[src/lpft_pkg.sv]
// ----------------------------------------------------------------------------
// lpft_pkg
// Shared constants and types for the LRU page frame table: fixed field
// widths, register map, reset values and the frame memory control bundle.
// ----------------------------------------------------------------------------
package lpft_pkg;

	// Default sizing handed to the top level parameters
	localparam int DEF_MAX_FRAMES = 16;
	localparam int DEF_PAGE_BITS  = 20;
	localparam int DEF_TIME_BITS  = 32;

	// Fixed field widths
	localparam int ADDR_W      = 32;
	localparam int COUNT_W     = 32;
	localparam int IDX_OUT_W   = 4;
	localparam int CFG_W       = 5;
	localparam int OUT_BITS    = IDX_OUT_W + 2 * COUNT_W;
	localparam int OUT_TDATA_W = ((OUT_BITS + 7) / 8) * 8;

	// Configuration port
	localparam int APB_DATA_W = 32;
	localparam int PADDR_W    = 3;

	// Register indexes (paddr[2])
	localparam logic REG_FRAMES_IN_USE = 1'b0;

	localparam logic [CFG_W-1:0] FRAMES_RESET = 5'd16;

	// Frame memory access strobes
	typedef struct packed {
		logic rd_en;
		logic wr_en;
	} mem_ctl_t;

endpackage

[src/lpft_frame_mem.sv]
// ----------------------------------------------------------------------------
// lpft_frame_mem
// Synchronous frame store: one read port and one write port with a registered
// read. Valid bits live in flops so reset empties the table at once.
// ----------------------------------------------------------------------------
module lpft_frame_mem #(
	parameter int DEPTH = 16,
	parameter int IDX_W = 4,
	parameter int ENT_W = 85
) (
	input  logic               clk,
	input  logic               arst_n,
	input  lpft_pkg::mem_ctl_t ctl,
	input  logic [IDX_W-1:0]   rd_addr,
	input  logic [IDX_W-1:0]   wr_addr,
	input  logic [ENT_W-1:0]   wr_data,
	output logic [ENT_W-1:0]   rd_data,
	output logic               rd_valid
);
	import lpft_pkg::*;

	logic [ENT_W-1:0] mem [DEPTH];
	logic [DEPTH-1:0] valid_q;
	logic [ENT_W-1:0] rd_data_q;
	logic             rd_valid_q;

	// Entry storage, registered read
	always_ff @(posedge clk) begin
		if (ctl.wr_en) begin
			mem[wr_addr] <= wr_data;
		end
		if (ctl.rd_en) begin
			rd_data_q <= mem[rd_addr];
		end
	end

	// Valid bits: set on fill, read alongside the entry
	always_ff @(posedge clk or negedge arst_n) begin
		if (!arst_n) begin
			valid_q    <= '0;
			rd_valid_q <= 1'b0;
		end else begin
			if (ctl.wr_en) begin
				valid_q[wr_addr] <= 1'b1;
			end
			if (ctl.rd_en) begin
				rd_valid_q <= valid_q[rd_addr];
			end
		end
	end

	assign rd_data  = rd_data_q;
	assign rd_valid = rd_valid_q;

endmodule

[src/lpft_ctrl.sv]
// ----------------------------------------------------------------------------
// lpft_ctrl
// Access sequencer: sweeps the managed frames through the frame memory,
// finds the hit, the first empty frame and the oldest frame, writes the
// chosen frame back, counts hits and misses and holds the result register.
// ----------------------------------------------------------------------------
module lpft_ctrl #(
	parameter int PAGE_BITS  = 20,
	parameter int TIME_BITS  = 32,
	parameter int IDX_W      = 4,
	parameter int CNT_W      = 5,
	parameter int ENT_W      = 85
) (
	input  logic                             clk,
	input  logic                             arst_n,
	// access transaction
	input  logic                             start,
	output logic                             idle,
	input  logic [PAGE_BITS-1:0]             page,
	input  logic [lpft_pkg::ADDR_W-1:0]      addr,
	input  logic                             is_write,
	input  logic [TIME_BITS-1:0]             stamp,
	input  logic [CNT_W-1:0]                 frame_count,
	// frame memory
	output lpft_pkg::mem_ctl_t               mem_ctl,
	output logic [IDX_W-1:0]                 mem_rd_addr,
	output logic [IDX_W-1:0]                 mem_wr_addr,
	output logic [ENT_W-1:0]                 mem_wr_data,
	input  logic [ENT_W-1:0]                 mem_rd_data,
	input  logic                             mem_rd_valid,
	// result
	output logic                             out_valid,
	input  logic                             out_ready,
	output logic                             out_hit,
	output logic [lpft_pkg::IDX_OUT_W-1:0]   out_index,
	output logic [lpft_pkg::COUNT_W-1:0]     out_hits,
	output logic [lpft_pkg::COUNT_W-1:0]     out_misses
);
	import lpft_pkg::*;

	typedef enum logic [1:0] {
		ST_IDLE,
		ST_SCAN,
		ST_COMMIT
	} state_t;

	state_t state_q;

	// Latched access
	logic [PAGE_BITS-1:0] page_q;
	logic [ADDR_W-1:0]    addr_q;
	logic                 wr_q;
	logic [TIME_BITS-1:0] stamp_q;
	logic [CNT_W-1:0]     count_q;

	// Sweep issue and compare stage
	logic [CNT_W-1:0] iss_q;
	logic             cmp_s1;
	logic             last_s1;
	logic [IDX_W-1:0] idx_s1;

	// Search trackers
	logic                 hit_q;
	logic [IDX_W-1:0]     hit_idx_q;
	logic                 empty_q;
	logic [IDX_W-1:0]     empty_idx_q;
	logic                 old_found_q;
	logic [TIME_BITS-1:0] old_time_q;
	logic [IDX_W-1:0]     old_idx_q;

	// Counters and result register
	logic [COUNT_W-1:0]   hits_q;
	logic [COUNT_W-1:0]   misses_q;
	logic                 out_valid_q;
	logic                 out_hit_q;
	logic [IDX_OUT_W-1:0] out_index_q;

	logic                 issue;
	logic                 out_free;
	logic                 commit;
	logic [IDX_W-1:0]     slot;
	logic [IDX_W+3:0]     slot_ext;
	logic [PAGE_BITS-1:0] ent_page;
	logic [TIME_BITS-1:0] ent_time;
	logic [COUNT_W-1:0]   hits_nxt;
	logic [COUNT_W-1:0]   misses_nxt;

	// Read one frame per cycle until every managed frame is issued
	assign issue       = (state_q == ST_SCAN) && (iss_q < count_q);
	assign mem_rd_addr = iss_q[IDX_W-1:0];

	assign ent_page = mem_rd_data[PAGE_BITS-1:0];
	assign ent_time = mem_rd_data[PAGE_BITS +: TIME_BITS];

	// Pick the frame: hit, else first empty, else oldest
	always_comb begin
		if (hit_q) begin
			slot = hit_idx_q;
		end else if (empty_q) begin
			slot = empty_idx_q;
		end else begin
			slot = old_idx_q;
		end
	end

	assign slot_ext   = {4'b0000, slot};
	assign out_free   = !out_valid_q || out_ready;
	assign commit     = (state_q == ST_COMMIT) && out_free;
	assign hits_nxt   = hits_q + COUNT_W'(hit_q);
	assign misses_nxt = misses_q + COUNT_W'(!hit_q);

	// Write back the chosen frame; the next sweep starts only after this
	assign mem_ctl.rd_en = issue;
	assign mem_ctl.wr_en = commit;
	assign mem_wr_addr   = slot;
	assign mem_wr_data   = {wr_q, addr_q, stamp_q, page_q};

	// Latch the access on acceptance
	always_ff @(posedge clk) begin
		if (start) begin
			page_q  <= page;
			addr_q  <= addr;
			wr_q    <= is_write;
			stamp_q <= stamp;
			count_q <= frame_count;
		end
	end

	// Sequencer, search and result register
	always_ff @(posedge clk or negedge arst_n) begin
		if (!arst_n) begin
			state_q     <= ST_IDLE;
			iss_q       <= '0;
			cmp_s1      <= 1'b0;
			last_s1     <= 1'b0;
			idx_s1      <= '0;
			hit_q       <= 1'b0;
			hit_idx_q   <= '0;
			empty_q     <= 1'b0;
			empty_idx_q <= '0;
			old_found_q <= 1'b0;
			old_time_q  <= '0;
			old_idx_q   <= '0;
			hits_q      <= '0;
			misses_q    <= '0;
			out_valid_q <= 1'b0;
			out_hit_q   <= 1'b0;
			out_index_q <= '0;
		end else begin
			// Drop the result once taken, unless a new one replaces it
			if (out_valid_q && out_ready && !commit) begin
				out_valid_q <= 1'b0;
			end

			cmp_s1  <= issue;
			last_s1 <= (iss_q == count_q - CNT_W'(1));
			idx_s1  <= iss_q[IDX_W-1:0];

			case (state_q)
				ST_IDLE: begin
					if (start) begin
						iss_q       <= '0;
						hit_q       <= 1'b0;
						empty_q     <= 1'b0;
						old_found_q <= 1'b0;
						state_q     <= ST_SCAN;
					end
				end
				ST_SCAN: begin
					if (issue) begin
						iss_q <= iss_q + CNT_W'(1);
					end
					// Compare the frame read last cycle
					if (cmp_s1) begin
						if (mem_rd_valid && (ent_page == page_q) && !hit_q) begin
							hit_q     <= 1'b1;
							hit_idx_q <= idx_s1;
						end
						if (!mem_rd_valid && !empty_q) begin
							empty_q     <= 1'b1;
							empty_idx_q <= idx_s1;
						end
						if (mem_rd_valid && (!old_found_q || (ent_time < old_time_q))) begin
							old_found_q <= 1'b1;
							old_time_q  <= ent_time;
							old_idx_q   <= idx_s1;
						end
						if (last_s1) begin
							state_q <= ST_COMMIT;
						end
					end
				end
				ST_COMMIT: begin
					// Hold until the result register is free
					if (out_free) begin
						hits_q      <= hits_nxt;
						misses_q    <= misses_nxt;
						out_valid_q <= 1'b1;
						out_hit_q   <= hit_q;
						out_index_q <= slot_ext[IDX_OUT_W-1:0];
						state_q     <= ST_IDLE;
					end
				end
				default: begin
					state_q <= ST_IDLE;
				end
			endcase
		end
	end

	assign idle       = (state_q == ST_IDLE);
	assign out_valid  = out_valid_q;
	assign out_hit    = out_hit_q;
	assign out_index  = out_index_q;
	assign out_hits   = hits_q;
	assign out_misses = misses_q;

endmodule

[src/lru_page_frame_table_unit.sv]
// LRU page frame table. Each access transaction on the slave stream carries a
// page number, an address, a timestamp and a write flag; one result leaves on
// the master stream with the hit flag, the frame that was hit or filled, and
// the running hit and miss counts (both wrap). The frame table sits in a
// synchronous memory that is swept one frame per cycle. Between acceptances an
// access reads each managed frame, compares the last frame read, writes the
// chosen frame back and returns to idle. A result waiting in the output
// register does not block the next access until its write-back.
// frames_in_use (register 0) is clamped to 1..MAX_FRAMES; frames above it
// keep their contents. Write it only while the block is idle.
// ----------------------------------------------------------------------------
// lru_page_frame_table_unit
// Top level: APB register, stream packing and the frame memory with its
// access sequencer.
// ----------------------------------------------------------------------------
module lru_page_frame_table_unit #(
	parameter int MAX_FRAMES = lpft_pkg::DEF_MAX_FRAMES,
	parameter int PAGE_BITS  = lpft_pkg::DEF_PAGE_BITS,
	parameter int TIME_BITS  = lpft_pkg::DEF_TIME_BITS,
	localparam int IN_BITS   = PAGE_BITS + lpft_pkg::ADDR_W + TIME_BITS,
	localparam int IN_W      = ((IN_BITS + 7) / 8) * 8
) (
	input  logic                              clk,
	input  logic                              arst_n,
	// configuration
	input  logic                              psel,
	input  logic                              penable,
	input  logic                              pwrite,
	input  logic [lpft_pkg::PADDR_W-1:0]      paddr,
	input  logic [lpft_pkg::APB_DATA_W-1:0]   pwdata,
	output logic [lpft_pkg::APB_DATA_W-1:0]   prdata,
	output logic                              pready,
	// access stream
	input  logic                              s_tvalid,
	output logic                              s_tready,
	input  logic [IN_W-1:0]                   s_tdata,  // page_number, access_address, access_time
	input  logic                              s_tuser,  // is_write
	// result stream
	output logic                              m_tvalid,
	input  logic                              m_tready,
	output logic [lpft_pkg::OUT_TDATA_W-1:0]  m_tdata,  // frame_index, hit_count, miss_count
	output logic                              m_tuser   // hit
);
	import lpft_pkg::*;

	localparam int IDX_W = (MAX_FRAMES > 1) ? $clog2(MAX_FRAMES) : 1;
	localparam int CNT_W = $clog2(MAX_FRAMES + 1);
	localparam int ENT_W = PAGE_BITS + TIME_BITS + ADDR_W + 1;
	localparam logic [8:0] MAX_FRAMES_9 = 9'(MAX_FRAMES);

	logic [CFG_W-1:0]     frames_q;
	logic                 cfg_wr;
	logic [8:0]           cfg_ext;
	logic [8:0]           managed;
	logic [CNT_W-1:0]     frame_count;
	logic                 start;
	logic                 idle;
	logic [PAGE_BITS-1:0] in_page;
	logic [ADDR_W-1:0]    in_addr;
	logic [TIME_BITS-1:0] in_time;

	mem_ctl_t             mem_ctl;
	logic [IDX_W-1:0]     mem_rd_addr;
	logic [IDX_W-1:0]     mem_wr_addr;
	logic [ENT_W-1:0]     mem_wr_data;
	logic [ENT_W-1:0]     mem_rd_data;
	logic                 mem_rd_valid;

	logic                 out_hit;
	logic [IDX_OUT_W-1:0] out_index;
	logic [COUNT_W-1:0]   out_hits;
	logic [COUNT_W-1:0]   out_misses;

	// Register write and read back
	assign pready = 1'b1;
	assign cfg_wr = psel && penable && pwrite && pready && (paddr[2] == REG_FRAMES_IN_USE);

	always_ff @(posedge clk or negedge arst_n) begin
		if (!arst_n) begin
			frames_q <= FRAMES_RESET;
		end else if (cfg_wr) begin
			frames_q <= pwdata[CFG_W-1:0];
		end
	end

	assign prdata = (paddr[2] == REG_FRAMES_IN_USE) ?
		{{(APB_DATA_W - CFG_W){1'b0}}, frames_q} : '0;

	// Clamp the frame count to 1..MAX_FRAMES
	assign cfg_ext = 9'(frames_q);
	always_comb begin
		if (frames_q == '0) begin
			managed = 9'd1;
		end else if (cfg_ext > MAX_FRAMES_9) begin
			managed = MAX_FRAMES_9;
		end else begin
			managed = cfg_ext;
		end
	end
	assign frame_count = managed[CNT_W-1:0];

	// Unpack the access
	assign in_page  = s_tdata[PAGE_BITS-1:0];
	assign in_addr  = s_tdata[PAGE_BITS +: ADDR_W];
	assign in_time  = s_tdata[PAGE_BITS + ADDR_W +: TIME_BITS];
	assign s_tready = idle;
	assign start    = s_tvalid && s_tready;

	lpft_frame_mem #(
		.DEPTH (MAX_FRAMES),
		.IDX_W (IDX_W),
		.ENT_W (ENT_W)
	) u_mem (
		.clk      (clk),
		.arst_n   (arst_n),
		.ctl      (mem_ctl),
		.rd_addr  (mem_rd_addr),
		.wr_addr  (mem_wr_addr),
		.wr_data  (mem_wr_data),
		.rd_data  (mem_rd_data),
		.rd_valid (mem_rd_valid)
	);

	lpft_ctrl #(
		.PAGE_BITS  (PAGE_BITS),
		.TIME_BITS  (TIME_BITS),
		.IDX_W      (IDX_W),
		.CNT_W      (CNT_W),
		.ENT_W      (ENT_W)
	) u_ctrl (
		.clk          (clk),
		.arst_n       (arst_n),
		.start        (start),
		.idle         (idle),
		.page         (in_page),
		.addr         (in_addr),
		.is_write     (s_tuser),
		.stamp        (in_time),
		.frame_count  (frame_count),
		.mem_ctl      (mem_ctl),
		.mem_rd_addr  (mem_rd_addr),
		.mem_wr_addr  (mem_wr_addr),
		.mem_wr_data  (mem_wr_data),
		.mem_rd_data  (mem_rd_data),
		.mem_rd_valid (mem_rd_valid),
		.out_valid    (m_tvalid),
		.out_ready    (m_tready),
		.out_hit      (out_hit),
		.out_index    (out_index),
		.out_hits     (out_hits),
		.out_misses   (out_misses)
	);

	// Pack the result
	assign m_tuser = out_hit;
	assign m_tdata = {{(OUT_TDATA_W - OUT_BITS){1'b0}}, out_misses, out_hits, out_index};

endmodule
[config.mk]
export PLATFORM = sky130hd
export DESIGN_NAME = lru_page_frame_table_unit
export DESIGN_NICKNAME = d
export VERILOG_FILES = /design/src/lpft_pkg.sv /design/src/lpft_frame_mem.sv /design/src/lpft_ctrl.sv /design/src/lru_page_frame_table_unit.sv
export SDC_FILE = /design/constraint.sdc
export NUM_CORES = 1
export LEC_CHECK = 0
export BUFFER_PORTS_ARGS = -buffer_cell sky130_fd_sc_hd__buf_2
export CAP_MARGIN = 20
export CORE_ASPECT_RATIO = 1.25
export CORE_MARGIN = 5
export CORE_UTILIZATION = 45
export CTS_CLUSTER_DIAMETER = 40
export CTS_CLUSTER_SIZE = 30
export DETAILED_ROUTE_END_ITERATION = 8
export PLACE_DENSITY = 0.69
export SYNTH_ARGS = -nofsm -noshare
export SYNTH_HDL_FRONTEND = slang
export SYNTH_HIERARCHICAL = 1
export SYNTH_SLANG_ARGS = --single-unit
[constraint.sdc]
create_clock -name clk -period 15.4 [get_ports clk]
set_input_delay 4.62 -clock clk [delete_from_list [all_inputs] [get_ports clk]]
set_output_delay 4.62 -clock clk [all_outputs]
set_load 0.01 [all_outputs]
; ---- Yosys cells after proc, flatten, opt, wreduce, memory -nomap -nowiden
; Memories as Yosys holds them, arrays and structs flattened. A register that Yosys moved wholly into a read port is not among the register bits.
; Index checks and enable logic that the tools add are counted.
[classes]
n_lt_le_gt_ge = 6
n_mux = 31
addsub = 4
eq_ne = 12
reduce_logical = 34
bitwise = 2
[ops]
columns = cell, count
row1 = 32-bit by 1-bit adder with 32-bit output, 2
row2 = 32-bit < comparator, 1
row3 = 20-bit equality test, 1
row4 = 5-bit 2-to-1 mux, 4
row5 = 16-bit OR, 1
row6 = 4-bit AND reduction, 4
row7 = 1-bit 2-to-1 mux, 14
row8 = 1-bit logical AND, 13
row9 = 3-bit AND reduction, 4
row10 = 4-bit by 5-bit < comparator with 1-bit output (second input constant), 2
row11 = 2-bit by 1-bit != test with 1-bit output (second input constant), 5
row12 = 5-bit one-hot mux with 2 select lines, 1
row13 = 2-bit 2-to-1 mux, 4
row14 = 4-bit 2-to-1 mux, 2
row15 = 1-bit zero test, 6
row16 = 2-bit != test (second input constant), 3
row17 = 1-bit one-hot mux with 2 select lines, 3
row18 = 2-bit one-hot mux with 3 select lines, 1
row19 = 5-bit by 1-bit adder with 5-bit output (second input constant), 1
row20 = 5-bit equality test, 1
row21 = 5-bit > comparator (second input constant), 1
row22 = 5-bit zero test, 1
row23 = 5-bit < comparator, 1
row24 = 5-bit by 1-bit subtractor with 5-bit output (second input constant), 1
row25 = other kinds (11), 12
[totals]
memories = 1
elab_cells = 116
register_bits = 242
mem_bits_rw = 1360
inputBits = 131
out_inout_bits = 108
[mem_list]
columns = name, depth, width, read_ports, rd_clocked_by_memory_dff, write_ports, line_no
row1 = u_mem.mem, 16, 85, 1, 1, 1, lpft_frame_mem.sv:22  ; logic [ENT_W-1:0] mem [DEPTH];

; ---- Depth between registers and ports, before layout
[depth]
depth_word = 8
ltp_mapped = 9
mapped_depth_nobuf = 8

; ---- Hierarchy
; Netlist, hierarchy kept.
[by_module_without_submodules]
columns = module, cells_each, n_inst, area_each_um2, seq_area_each_um2
row1 = lpft_frame_mem, 2030, 1, 54230.8, 43817.0
row2 = lpft_ctrl, 690, 1, 9570.4, 5955.7
row3 = lru_page_frame_table_unit, 58, 1, 536.8, 126.4

; ---- Worst setup path before layout
; OpenSTA, ideal clock, no wires.
[synth_timing]
path_kind = in2reg
start = in m_tready
end = reg u_mem.valid_q[0]
setup_slack_ps = 2952
setup_ps = 101
stages = 7
required_time_ps = 15299
n_path_buf = 2
arrival_ps = 12347
path_cell_list = nor2b_1 > nor2_1 > clkbuf_1 > buf_4 > or3b_2 > nor3_1 > or2_2
[synth_between]
elab_chain_len = 2
[synth_rtl]
columns = element, line_no
row1 = start: declaration, lru_page_frame_table_unit.sv:40  ; input logic m_tready,
row2 = 1-bit logical OR, lpft_ctrl.sv:107  ; assign out_free = !out_valid_q || out_ready;
row3 = 1-bit logical AND, lpft_ctrl.sv:108  ; assign commit = (state_q == ST_COMMIT) && out_free;
row4 = named net u_ctrl.commit, lpft_ctrl.sv:80  ; logic commit;
row5 = end signal: assignment, lpft_frame_mem.sv:40  ; valid_q <= '0;
row6 = end signal: indexed assignment, lpft_frame_mem.sv:44  ; valid_q[wr_addr] <= 1'b1;
row7 = end: declaration, lpft_frame_mem.sv:23  ; logic [DEPTH-1:0] valid_q;
; The timed path passes the listed nets, and every way through them passes these cells.
; A chain may end at the register's enable or synchronous reset.

; ---- Worst setup path after layout
[layout_timing]
start = in paddr[2] (netlist name)
end = out prdata[1] (netlist name)
[layout_between]
elab_chain_len = 1
[layout_rtl]
columns = element, line_no
row1 = start: declaration, lru_page_frame_table_unit.sv:29  ; input logic [lpft_pkg::PADDR_W-1:0] paddr,
row2 = 5-bit 2-to-1 mux, lru_page_frame_table_unit.sv:86  ; assign prdata = (paddr[2] == REG_FRAMES_IN_USE) ?
row3 = end: declaration, lru_page_frame_table_unit.sv:31  ; output logic [lpft_pkg::APB_DATA_W-1:0] prdata,
; No other way between the ends.

==> results.md <==
- Status: completed
- Most used cell along the critical path: buf_2
- Worst setup SP type: input pin
- Total GRT Usage: 16.9%
- Final slew viol count: 0
- Avg WL per Cell: 24.4 um
- Avg Cell Area, Syn: 21.4 um2
- Root buf cell: clkbuf_16
- Post-layout util: 51.5%
- Cell internal pwr: 6.00 mW
- Crit path required time: 10.78 ns
- Avg Vias per Cell: 5.59
- Worst vdd ir: 149 uV
- Setup TNS Final: 0 ns
- H-tree depth: 3
- ANT nets after route: 0
- Die Y-Extent: 354 um
- # IOs: 239
- # hold bufs at CTS: 0
- Commonest non-fill, non-tap cell in the layout: edfxtp_1
- Placed wire-length estimate: 44700 um
- Post-cts resize count: 0
- Clock Skews: 0.0227 ns
- Power Density: 171 nW/um2
- CP Max Fanout: 6
- Post-CTS Setup Bufs: 0
- Seq pwr share: 45.4%
- Design area: 48600 um2
- Post-Place Cells: 3291
- Area grow syn2layout: 13.9%
- Core Footprint: about 94000 um2
- DR iter-0 viols: 1786
- Worst stage delay on the critical path: 0.22 ns
- CTS tree: built
- Port Buffer Count: 140
- First-pass DRT Iterations: 5
- Fin nets: 2360
- CTS Buffer Depth: 3
- Crit path max-delay family: buffers and inverters
- Worst slew pin tran: 1.12 ns
- Net Switching: between 2 and 2.5 mW
- Crit path time final: 9.72 ns
- Clock group share of total power: 33.3%
- Clock-pin slew on the worst setup and hold paths: 0.07 ns
- Synthesized cell area: 42600 um2
- Unrepaired setup endpoints after global routing: no
- Critical path cell sequence: buf_2, and2b_2, buf_2
- WL final: roughly 85000 um
- P_leak: 16.8 nW
- CP Class: in2out
- Starting Density: 45.2%
- Critical Path AT: 5.10 ns
- First-pass GRT wire length: roughly 130000 um
- Clock insertion delay at the later pin of the skew report: 0.68 ns
- Worst setup EP type: output port
- Slowest CP cell: and2b_2
- GR Overflow Total: 0
- Ys Warns: 6
- Initial antenna violation count: 2
- Crit share post-route: 63.1%
- Die width: 285 um
- Max Cap Viol: 0
- Non-Filler Instances: 3500
- F_max: ~0.10 GHz
- Hold Vio Cnt, Final: 0
- Logic gate share of total power: 21.3%
- Vias in the first global route: 20771
- Post-DP Area: between 40000 and 50000 um2
- Min-Delay Path Class: reg2reg
- CTS buffer count: 109
- Commonest cells after routing, fill and taps aside: edfxtp_1, mux4_2, dfrtp_1
- Die area: 101000 um2
- Buf/Inv on CP: 2
- Largest net degree at the start of global routing: between 150 and 200
- Sw Ratio: 27.8%
- Routability cong.: 0.783
- Clock Sinks: 1093
- Slew Limit Headroom: 25.3%
- Cell Rows: 126
- # DRC: 0
- Setup violation total in the final timing report: 0
- Cell count after synthesis: about 2000
- Fraction of layout cells with a size suffix above 1: 32.9%
- Routed via count: 19568
[power groups by stage]
stage	registers, mW	logic, mW	clock network [mW]
global route	3.81	1.93	2.96
finish	3.77	1.77	2.76
detailed placement	3.84	1.79	0
CTS	3.78	1.80	2.83
global placement	3.82	1.74	0
floorplan	3.68	1.52	0
[final timing paths]
path	slack [ns]	depth (start not counted)	to	startpoint
worst max-delay path	5.68	3	prdata[1]	paddr[2]
worst min-delay path	0.46	1	u_mem/valid_q[7]	u_mem/valid_q[7]
worst max register to register	11.65	8	u_mem/rd_valid	u_ctrl/iss_q[1]
worst min register to register	0.46	1	u_mem/valid_q[7]	u_mem/valid_q[7]
max in group asynchronous	9.96	2	u_ctrl/old_time_q[0]	arst_n
min in group asynchronous	3.99	1	u_ctrl/out_hits[17]	arst_n
[registers in the layout (all words and copies together) (netlist names), 5 cells and up]
name	cells
u_mem/mem	832
u_mem/rd_data	52
u_ctrl/iss_q	5
u_ctrl/page_q	20
u_ctrl/out_hits	32
u_ctrl/stamp_q	32
u_ctrl/old_time_q	32
frames_q	5
u_ctrl/out_misses	32
u_mem/valid_q	16
u_ctrl/count_q	5
[per-stage QoR]
stage | power, mW | hold slack (ns) | setup WS (ns)
final | 8.31 | 0.463 | 5.68
after global routing | 8.70 | 0.468 | 5.65
after CTS | 8.41 | 0.465 | 5.67
after detailed placement | 5.63 | 0.450 | 5.67
after global placement | 5.56 | 0.446 | 5.69
after floorplan | 5.20 | 0.399 | 5.34
[cell type report]
| class | instances | area, um2 |
|---|---|---|
| flip-flops and latches | 1093 | 32100 |
| inverters | 45 | 169 |
| multi-input cells | 764 | 9890 |
| diodes | 1 | 2.50 |
| fillers | 7170 | 45700 |
| clock buffers | 115 | 2840 |
| well taps | 1216 | 1520 |
| repair buffers | 174 | 1000 |
| clock inverters | 92 | 1070 |
[metal layers]
metal	global-route usage, %	vias up	share of wire (%)
li1	-	8392	-
met5	0	-	0
met4	4.41	0	1.8
met2	29.7	624	52
met3	2.38	109	5.5
met1	22.4	10443	40
No activity file was read; power rests on OpenSTA's default activity.
